File: config.mk
export PLATFORM = sky130hd
export DESIGN_NAME = three_phase_center_aligned_pwm
export DESIGN_NICKNAME = d
export VERILOG_FILES = /design/src/sv/tpwm_pkg.sv /design/src/sv/three_phase_center_aligned_pwm.sv
export SDC_FILE = /design/constraint.sdc
export NUM_CORES = 1
export LEC_CHECK = 0
export BUFFER_PORTS_ARGS = -buffer_cell sky130_fd_sc_hd__buf_2
export CAP_MARGIN = 20
export CORE_MARGIN = 5
export CORE_UTILIZATION = 35
export CTS_BUF_LIST = sky130_fd_sc_hd__clkbuf_16
export CTS_CLUSTER_SIZE = 8
export DETAILED_ROUTE_END_ITERATION = 10
export SETUP_SLACK_MARGIN = 0.15
export SLEW_MARGIN = 0
export SYNTH_ARGS = -nofsm -noshare
export SYNTH_HDL_FRONTEND = slang
export SYNTH_SLANG_ARGS = --single-unit
File: constraint.sdc
create_clock -name clk -period 7 [get_ports clk]
set_input_delay 1.05 -clock clk [delete_from_list [all_inputs] [get_ports clk]]
set_output_delay 1.05 -clock clk [all_outputs]
set_load 0.05 [all_outputs]
File: src/sv/tpwm_pkg.sv
// ----------------------------------------------------------------------------
// tpwm_pkg
// Shared types and constants for the three-phase centre-aligned PWM block.
// ----------------------------------------------------------------------------
package tpwm_pkg;

  // counter width and derived compare widths
  localparam int COUNT_BITS = 16;
  localparam int DUTY_BITS  = 16;
  localparam int CMP_BITS   = (COUNT_BITS > DUTY_BITS) ? COUNT_BITS : DUTY_BITS;
  localparam int WIDE_BITS  = CMP_BITS + 1;
  localparam int NUM_PHASES = 3;

  // largest value the counter can hold, at compare width
  localparam logic [CMP_BITS-1:0] COUNT_MAX = CMP_BITS'({COUNT_BITS{1'b1}});

  // period register reset value
  localparam logic [DUTY_BITS-1:0] TOP_RESET = DUTY_BITS'(9999);

  // item commands
  typedef enum logic [1:0] {
    CMD_TICK   = 2'd0,
    CMD_DUTY   = 2'd1,
    CMD_ENABLE = 2'd2
  } cmd_t;

  // input item
  typedef struct packed {
    cmd_t                 command;
    logic [DUTY_BITS-1:0] duty_a_in;
    logic [DUTY_BITS-1:0] duty_b_in;
    logic [DUTY_BITS-1:0] duty_c_in;
    logic                 enable_value;
  } tpwm_in_t;

  // result item
  typedef struct packed {
    logic                 phase_a_out;
    logic                 phase_b_out;
    logic                 phase_c_out;
    logic                 counting_down;
    logic                 period_start;
    logic [DUTY_BITS-1:0] duty_a_now;
    logic [DUTY_BITS-1:0] duty_b_now;
    logic [DUTY_BITS-1:0] duty_c_now;
    logic                 enabled_now;
  } tpwm_out_t;

endpackage

File: src/sv/three_phase_center_aligned_pwm.sv
// ----------------------------------------------------------------------------
// three_phase_center_aligned_pwm
// Up/down counter with three compare lanes, buffered duty loads at both
// counter ends, enable control and a period-start marker on each return to 0.
// ----------------------------------------------------------------------------
//
//  channel | ports                          | direction | handshake
//  --------+--------------------------------+-----------+-------------------
//  input   | in_valid, in_stall, in_data    | in        | valid / stall
//  result  | out_valid, out_stall, out_data | out       | valid / stall
//  config  | cfg_wr_en, cfg_wr_data         | in        | write enable only
//
//  One item per cycle while in_stall is low: the state update and result
//  are a single pass of compare and add logic, with the result held in an
//  output register. A skid register behind the output register lets one
//  more item be taken while a result is stalled; in_stall rises only when
//  the skid is full.
//  Synchronous active-low reset clears counter, duties, enable and valids.
//
module three_phase_center_aligned_pwm
  import tpwm_pkg::*;
(
  input  logic                 clk,
  input  logic                 rst_n,
  input  logic                 in_valid,
  output logic                 in_stall,
  input  tpwm_in_t             in_data,
  output logic                 out_valid,
  input  logic                 out_stall,
  output tpwm_out_t            out_data,
  input  logic                 cfg_wr_en,
  input  logic [DUTY_BITS-1:0] cfg_wr_data
);

  // state registers
  logic [DUTY_BITS-1:0]  period_top_r;
  logic [COUNT_BITS-1:0] count_r, count_nxt;
  logic                  down_r, down_nxt;
  logic                  enable_r, enable_nxt;
  logic [DUTY_BITS-1:0]  pending_r [NUM_PHASES];
  logic [DUTY_BITS-1:0]  pending_nxt [NUM_PHASES];
  logic [DUTY_BITS-1:0]  active_r [NUM_PHASES];
  logic [DUTY_BITS-1:0]  active_nxt [NUM_PHASES];

  // output and skid stages
  logic                  out_valid_r;
  tpwm_out_t             out_data_r;
  logic                  skid_valid_r;
  tpwm_out_t             skid_data_r;

  // datapath signals
  logic                  accept_in;
  logic                  out_taken;
  logic                  start;
  logic [CMP_BITS-1:0]   top_w;
  logic [WIDE_BITS-1:0]  up_w;
  logic [COUNT_BITS-1:0] dec_w;
  logic [DUTY_BITS-1:0]  duty_req [NUM_PHASES];
  logic [NUM_PHASES-1:0] phase_on;
  tpwm_out_t             res;

  assign accept_in = in_valid && !in_stall;
  assign out_taken = out_valid_r && !out_stall;
  assign in_stall  = skid_valid_r;
  assign out_valid = out_valid_r;
  assign out_data  = out_data_r;

  // requested duties as lanes
  assign duty_req[0] = in_data.duty_a_in;
  assign duty_req[1] = in_data.duty_b_in;
  assign duty_req[2] = in_data.duty_c_in;

  // effective top, limited to the counter range
  always_comb begin
    top_w = CMP_BITS'(period_top_r);
    if (top_w > COUNT_MAX) begin
      top_w = COUNT_MAX;
    end
  end

  // next state for one item
  always_comb begin
    count_nxt  = count_r;
    down_nxt   = down_r;
    enable_nxt = enable_r;
    start      = 1'b0;
    up_w       = WIDE_BITS'(count_r) + WIDE_BITS'(1);
    dec_w      = (count_r != '0) ? (count_r - COUNT_BITS'(1)) : count_r;
    for (int i = 0; i < NUM_PHASES; i++) begin
      pending_nxt[i] = pending_r[i];
      active_nxt[i]  = active_r[i];
    end
    case (in_data.command)
      CMD_TICK: begin
        if (!down_r) begin
          // count up, turn at the top
          if (up_w >= WIDE_BITS'(top_w)) begin
            count_nxt = top_w[COUNT_BITS-1:0];
            down_nxt  = 1'b1;
            for (int i = 0; i < NUM_PHASES; i++) begin
              active_nxt[i] = pending_r[i];
            end
          end else begin
            count_nxt = up_w[COUNT_BITS-1:0];
          end
        end else begin
          // count down, turn at zero
          count_nxt = dec_w;
          if (dec_w == '0) begin
            down_nxt = 1'b0;
            start    = 1'b1;
            for (int i = 0; i < NUM_PHASES; i++) begin
              active_nxt[i] = pending_r[i];
            end
          end
        end
      end
      CMD_DUTY: begin
        // clamp each requested duty to the top
        for (int i = 0; i < NUM_PHASES; i++) begin
          if (CMP_BITS'(duty_req[i]) > top_w) begin
            pending_nxt[i] = top_w[DUTY_BITS-1:0];
          end else begin
            pending_nxt[i] = duty_req[i];
          end
        end
      end
      CMD_ENABLE: begin
        enable_nxt = in_data.enable_value;
        if (!in_data.enable_value) begin
          for (int i = 0; i < NUM_PHASES; i++) begin
            pending_nxt[i] = '0;
            active_nxt[i]  = '0;
          end
        end
      end
      default: begin
      end
    endcase
  end

  // result from the updated state
  always_comb begin
    for (int i = 0; i < NUM_PHASES; i++) begin
      phase_on[i] = enable_nxt &&
                    (CMP_BITS'(count_nxt) < CMP_BITS'(active_nxt[i]));
    end
    res.phase_a_out   = phase_on[0];
    res.phase_b_out   = phase_on[1];
    res.phase_c_out   = phase_on[2];
    res.counting_down = down_nxt;
    res.period_start  = start;
    res.duty_a_now    = pending_nxt[0];
    res.duty_b_now    = pending_nxt[1];
    res.duty_c_now    = pending_nxt[2];
    res.enabled_now   = enable_nxt;
  end

  // period register
  always_ff @(posedge clk) begin
    if (!rst_n) begin
      period_top_r <= TOP_RESET;
    end else if (cfg_wr_en) begin
      period_top_r <= cfg_wr_data;
    end
  end

  // counter, direction, enable and duties
  always_ff @(posedge clk) begin
    if (!rst_n) begin
      count_r  <= '0;
      down_r   <= 1'b0;
      enable_r <= 1'b0;
      for (int i = 0; i < NUM_PHASES; i++) begin
        pending_r[i] <= '0;
        active_r[i]  <= '0;
      end
    end else if (accept_in) begin
      count_r  <= count_nxt;
      down_r   <= down_nxt;
      enable_r <= enable_nxt;
      for (int i = 0; i < NUM_PHASES; i++) begin
        pending_r[i] <= pending_nxt[i];
        active_r[i]  <= active_nxt[i];
      end
    end
  end

  // output register and skid stage
  always_ff @(posedge clk) begin
    if (!rst_n) begin
      out_valid_r  <= 1'b0;
      skid_valid_r <= 1'b0;
    end else if (!out_valid_r || out_taken) begin
      if (skid_valid_r) begin
        out_valid_r  <= 1'b1;
        skid_valid_r <= 1'b0;
      end else begin
        out_valid_r <= accept_in;
      end
    end else if (accept_in) begin
      skid_valid_r <= 1'b1;
    end
  end

  // payload of the output and skid stages
  always_ff @(posedge clk) begin
    if (!out_valid_r || out_taken) begin
      if (skid_valid_r) begin
        out_data_r <= skid_data_r;
      end else if (accept_in) begin
        out_data_r <= res;
      end
    end else if (accept_in) begin
      skid_data_r <= res;
    end
  end

  // skid only ever holds a result behind a full output stage
  a_skid_behind_out: assert property (@(posedge clk) disable iff (!rst_n)
    skid_valid_r |-> out_valid_r)
    else $error("skid stage full while output stage empty");

  // skid fills only when the output was held last cycle
  a_skid_fill: assert property (@(posedge clk) disable iff (!rst_n)
    $rose(skid_valid_r) |-> $past(out_valid_r && out_stall))
    else $error("skid stage filled without a stalled output");

  // a period start always turns the counter upwards
  a_start_dir: assert property (@(posedge clk) disable iff (!rst_n)
    (out_valid_r && out_data_r.period_start) |-> !out_data_r.counting_down)
    else $error("period start reported while counting down");

  // no phase drives while disabled
  a_phase_enable: assert property (@(posedge clk) disable iff (!rst_n)
    (out_valid_r && (out_data_r.phase_a_out || out_data_r.phase_b_out ||
                     out_data_r.phase_c_out)) |-> out_data_r.enabled_now)
    else $error("phase output high while disabled");

endmodule
After elaboration in Yosys (flattened, before gate mapping)
Memory sizes are Yosys's and may differ from the RTL's.
Index checks and enable logic that the tools add are counted.
Operators by class
  $add $sub $neg: 2
  magnitude comparators: 8
  equality and inequality tests: 2
  multiplexer cells: 36
  bitwise logic cells: 8
  reduce and logical (&&, ||, !) cells: 16
Operators with widths (number)
  $mux 48: 5
  $mux 16: 14
  $pmux 48 s2: 2
  $mux 54: 2
  $gt 16x16->1: 3
  $lt 16x16->1: 3
  $add 16x1->17 const B: 1
  $ge 17x16->1: 1
  $gt 16x16->1 const B: 1
  $logic_not 16->1: 1
  $reduce_bool 16->1: 1
  $sub 16x1->16 const B: 1
  $mux 1: 13
  $or 1x1->1: 6
  $logic_and 1x1->1: 5
  $reduce_and 2->1: 2
  $logic_not 1->1: 3
  $eq 2x1->1 const B: 1
  $eq 2x2->1 const B: 1
  $logic_not 2->1: 1
  $not 1->1: 2
  $reduce_bool 2->1: 1
  $reduce_or 2->1: 1
  $logic_or 1x1->1: 1
Word-level totals
  register bits after elaboration: 144
  memory bits (writable): 96
  bits of input ports: 72
  output and inout port bits: 56
  logic and storage cells: 98
  memories: 2
Memory list
  active_r: words 3, width 16, read ports 3, clocked after memory_dff 0, write ports 3, RTL line three_phase_center_aligned_pwm.sv:42  | logic [DUTY_BITS-1:0] active_r [NUM_PHASES];
  pending_r: words 3, width 16, read ports 3, clocked after memory_dff 0, write ports 3, RTL line three_phase_center_aligned_pwm.sv:40  | logic [DUTY_BITS-1:0] pending_r [NUM_PHASES];

Logic depth before layout (Yosys ltp)
  depth in word-level cells: 10
  mapped depth: 24

Worst setup path before layout
OpenSTA, ideal clock, no wires.
  path type: reg2reg
  from: reg count_r[0]
  to: reg out_data_r (netlist bit out_data[51]), data pin
  setup time: 145 ps
  arrival time: 5245 ps
  setup slack: 1610 ps
  cell stages (with the launch flop): 25
  buffers on the path: 3
  clock period less this slack: 5390 ps
  path through: dfxtp_1 clkbuf_1 inv_1 nor3_1 nand4_1 xnor2_1 ha_1 nand3_1 or4_1 a211o_1 a31oi_1 a31oi_2 buf_6 buf_6 mux2_1 a22oi_1 ha_1 a21o_1 a21o_1 a21o_1 a21o_1 a21o_1 a31oi_1 nand4b_1 o21ai_1
On the way
  cells in the longest elaborated chain, start to end: 10
Ends and longest elaborated chain
  start: declaration: RTL line three_phase_center_aligned_pwm.sv:37  | logic [COUNT_BITS-1:0] count_r, count_nxt;
  start signal: assignment: RTL line three_phase_center_aligned_pwm.sv:179  | count_r <= count_nxt;
  branches (longest 6 deep; another with $add 16x1->17)
  $lt 16x16->1 *: RTL line three_phase_center_aligned_pwm.sv:146  | (CMP_BITS'(count_nxt) < CMP_BITS'(active_nxt[i]));
  $logic_and 1x1->1 *: RTL line three_phase_center_aligned_pwm.sv:145  | phase_on[i] = enable_nxt &&
  $mux 54 *: RTL line three_phase_center_aligned_pwm.sv:211  | end else if (accept_in) begin
  $mux 54 *: RTL line three_phase_center_aligned_pwm.sv:209  | if (skid_valid_r) begin
  end signal: assignment: RTL line three_phase_center_aligned_pwm.sv:210  | out_data_r <= skid_data_r;
  end signal: assignment: RTL line three_phase_center_aligned_pwm.sv:212  | out_data_r <= res;
  end: declaration: RTL line three_phase_center_aligned_pwm.sv:47  | tpwm_out_t out_data_r;
Every way passes the cells marked *. The select of a mux whose other input is x is not followed.
A chain may end at the register's enable or synchronous reset.

Worst setup path in the final report
  from: reg count_r[0]
  to: reg skid_data_r[53] (netlist name), data pin
On the way
  cells in the longest elaborated chain, start to end: 8
Ends and longest elaborated chain
  branches (longest 6 deep; another with $add 16x1->17)
  $lt 16x16->1 *: RTL line three_phase_center_aligned_pwm.sv:146
  $logic_and 1x1->1 *: RTL line three_phase_center_aligned_pwm.sv:145
  named net phase_on[0]: RTL line three_phase_center_aligned_pwm.sv:59  | logic [NUM_PHASES-1:0] phase_on;
  end signal: assignment: RTL line three_phase_center_aligned_pwm.sv:215  | skid_data_r <= res;
  end: declaration: RTL line three_phase_center_aligned_pwm.sv:49  | tpwm_out_t skid_data_r;
Mark *: on every way through the listed nets, which the timed path passes.

==> results.yml <==
outcome:
  status: "finished, final reports clean"
min_path:
  hold_path.class: "reg -> reg"
power:
  p_seq_frac: 0.415
  p_sw_frac: 0.310
  total_leakage_power_nw: 7.07
  peakVddDrop_v: 0.000133
  p_int_mw: 2.89
  combPwrFrac: 0.214
  powerDensity_nw_per_um2: 240
  power_switching_mw: 1.30
  pwr-share-clk: 0.371
cts:
  post-cts-setup-buffer-count: 0
  cts_hold_buf: 0
  clk_latency_ns: 0.53
  cts_buffer_depth: 3
  clkTransAtPathRegs_ns: 0.05
  htreeDepth: 2
  cts_tree: "done"
  cts_buffers: 36
  cts.repair.resized: 0
  clock_tree.root_cell: "clkbuf_16"
  cts_sinks: 240
die:
  core_sq_um: 43100
  ioPinCount: 128
  die_h_microns: 219
  fp.dieW_microns: 219
  start_util: 0.354
  rows: 76
  dieArea_sq_um: 47800
synthesis:
  synth_ff_type: "edfxtp_1"
  syn-cell-area_sq_um: 15200
  synth_most_common_cell: "nand2_1"
  yosys_warnings: 0
  ys_seq_area_frac: 0.449
  synth.area.top_cells: "edfxtp_1 (40%), ha_1 (9.4%), a21oi_1 (6.2%), nand2_1 (5.2%), dfxtp_1 (4.7%)"
  synth_edf_count: 204
  synth.top_cell.area_share: 0.402
  synth_cell_types: 70
  synth_common_cells: "nand2_1 (210), edfxtp_1 (204), a21oi_1 (190), ha_1 (114), clkbuf_1 (82)"
  synth_seq_cells: 240
  ys_async_sr_fraction: 0
  avgSynthCellArea_sq_um: 10.2
  synth_area_leader_cell: "edfxtp_1"
  synth_nets: 1677
  netlist_instances: 1491
detailed_routing:
  drt_first_pass_iters: 6
  routedWlPerCell_microns: 22.9
  vias_per_cell: 5.68
  num_vias: 12400
  drc: 0
  drtAntennaViolNets: 0
  drt_wl_total_microns: 50000
  first_iter_violations: 1033
sta:
  final.setup.tns_ns: 0
  fin_crit_ns: 6.16
  finalMaxSlewViolations: 0
  skew_ns: 0.00990
  final-hold-violation-count: 0
  timing.final.crit_share: 0.880
  rsz0062_at_grt: "no"
  layout_setup_ws_ns: 0.840
  whs_ns: 0.493
  fmax_ghz: 0.162
  max_slew_margin: 0.322
  finalSetupViolations: 0
  worstMarginPinSlew_ns: 1.01
worst_setup_path:
  crit_slowest_cell: "dfxtp_1"
  path_max_fanout: 36
  critical_path_arrival_ns: 6.52
  cp-end-kind: "flop"
  critPathKind: "reg -> reg"
  crit_path_cell_trace: "ha_1, and4_1, nand2_1, xnor2_1, ha_1, a21oi_1, o21ai_0, a221oi_1, a31oi_1, a31oi_4, buf_12, mux2_1, a22oi_1, ha_1, a21o_1, a21o_1, a21o_1, a21oi_1, o21ai_0, or2_2, o22ai_1"
  cp_slowest_stage_delay_ns: 0.57
  crit_path_start_kind: "flop"
  crit_required_ns: 7.36
final_layout:
  nNetsFinal: 1768
  area_delta_synth_final_pct: 14.5
  diodes: 0
  final-instance-count-excl-fill: 2188
  drive_above_1_share: 0.168
place:
  place_ws_ns: 0.958
  dpl.hpwl_microns: 35700
  io_buffers: 127
  place.gp.congestion: 0.901
  dp_cells: 2128
grt:
  grt_pass1_vias: 12100
  grt_pass1_wl_microns: 74600
  grt_max_degree: 99
  gr-total-overflow: 0
  antenna_found_initial: 0
  grtUsageTotal: 0.204
run:
  maxCapViolCount: 0
registers in the layout (all words and copies together), names as in the netlist:
signal	flops
in_stall	1
skid_data_r	54
active_r	48
out_data	54
enable_r	1
count_r	16
out_valid	1
period_top_r	16
pending_r	48
down_r	1
power groups by stage:
stage	Combinational [mW]	Clock, mW	Sequential [mW]
2_1_floorplan	0.529	0	1.85
3_3_place_gp	0.880	0	1.76
3_5_place_dp	0.890	0	1.76
4_1_cts	0.895	1.60	1.74
5_1_grt	0.976	1.66	1.75
6_report	0.898	1.56	1.74
critical path, delay by kind of cell (launching register included):
family	cells	cell delay (ns)
flip-flops	1	0.57
AND/OR/NAND/NOR	3	0.71
AO/OA/AOI/OAI	12	2.79
multiplexers	1	0.36
buffers and inverters	1	0.30
XOR/XNOR	1	0.26
adder cells (fa/ha/maj)	3	0.96
area by class of cell:
type | count | area (sq um)
clock buffers | 36 | 901
clock inverters | 23 | 105
fillers | 4181 | 25600
inverters | 38 | 144
multi-input cells | 1113 | 7860
flip-flops and latches | 240 | 6850
well taps | 585 | 732
repair buffers | 153 | 867
logic make-up (layout without fill, tap and decap cells):
family	count (synthesis)	after routing	synth area share
xor+xnor	16	16	0.00919
compound gates	443	443	0.189
buf+inv	138	250	0.0390
flops	240	240	0.449
fa+ha+maj	114	114	0.0936
mux	117	117	0.0849
simple gates	423	423	0.136
layout by cell type (no fill, tap or decap), drive strengths merged, types with 9 or more instances in the layout:
cell / count
nand2: 210
edfxtp: 204
a21oi: 191
buf: 153
ha: 114
mux2: 99
nor2b: 58
a22o: 58
inv: 56
a22oi: 48
nor2: 39
o21ai: 37
clkbuf: 36
dfxtp: 36
a21o: 27
nand3: 26
nand4: 23
nor3: 20
mux2i: 18
o211ai: 13
xnor2: 10
o31ai: 9
or4: 9
stage by stage:
stage               total power, mW  utilization  instance area (sq um)
floorplan                      2.38            -                  15200
global placement               2.64        0.381                  16400
detailed placement             2.65        0.381                  16400
CTS                            4.23        0.405                  17400
global route                   4.38        0.405                  17500
finish                         4.19        0.405                  17500
routing by layer:
layer | vias to the layer above | global-route usage | wire length (microns)
li1 | 5825 | - | -
met1 | 6152 | 0.280 | 22300
met5 | - | 0 | 0
met2 | 378 | 0.336 | 23500
met3 | 74 | 0.0260 | 2780
met4 | 0 | 0.0655 | 1460
path summary, 6_finish.rpt:
| kind | slack, ns | to | startpoint | depth (start not counted) |
|---|---|---|---|---|
| setup / recovery | 0.84 | skid_data_r[53]$_DFFE_PP_ | count_r[0]$_SDFFE_PN0P_ | 21 |
| hold / removal | 0.49 | enable_r$_SDFFE_PN0P_ | enable_r$_SDFFE_PN0P_ | 2 |
| setup reg to reg | 0.84 | skid_data_r[53]$_DFFE_PP_ | count_r[0]$_SDFFE_PN0P_ | 21 |
| hold reg to reg | 0.49 | enable_r$_SDFFE_PN0P_ | enable_r$_SDFFE_PN0P_ | 2 |
Note: power is estimated with default switching activity, not from simulation.
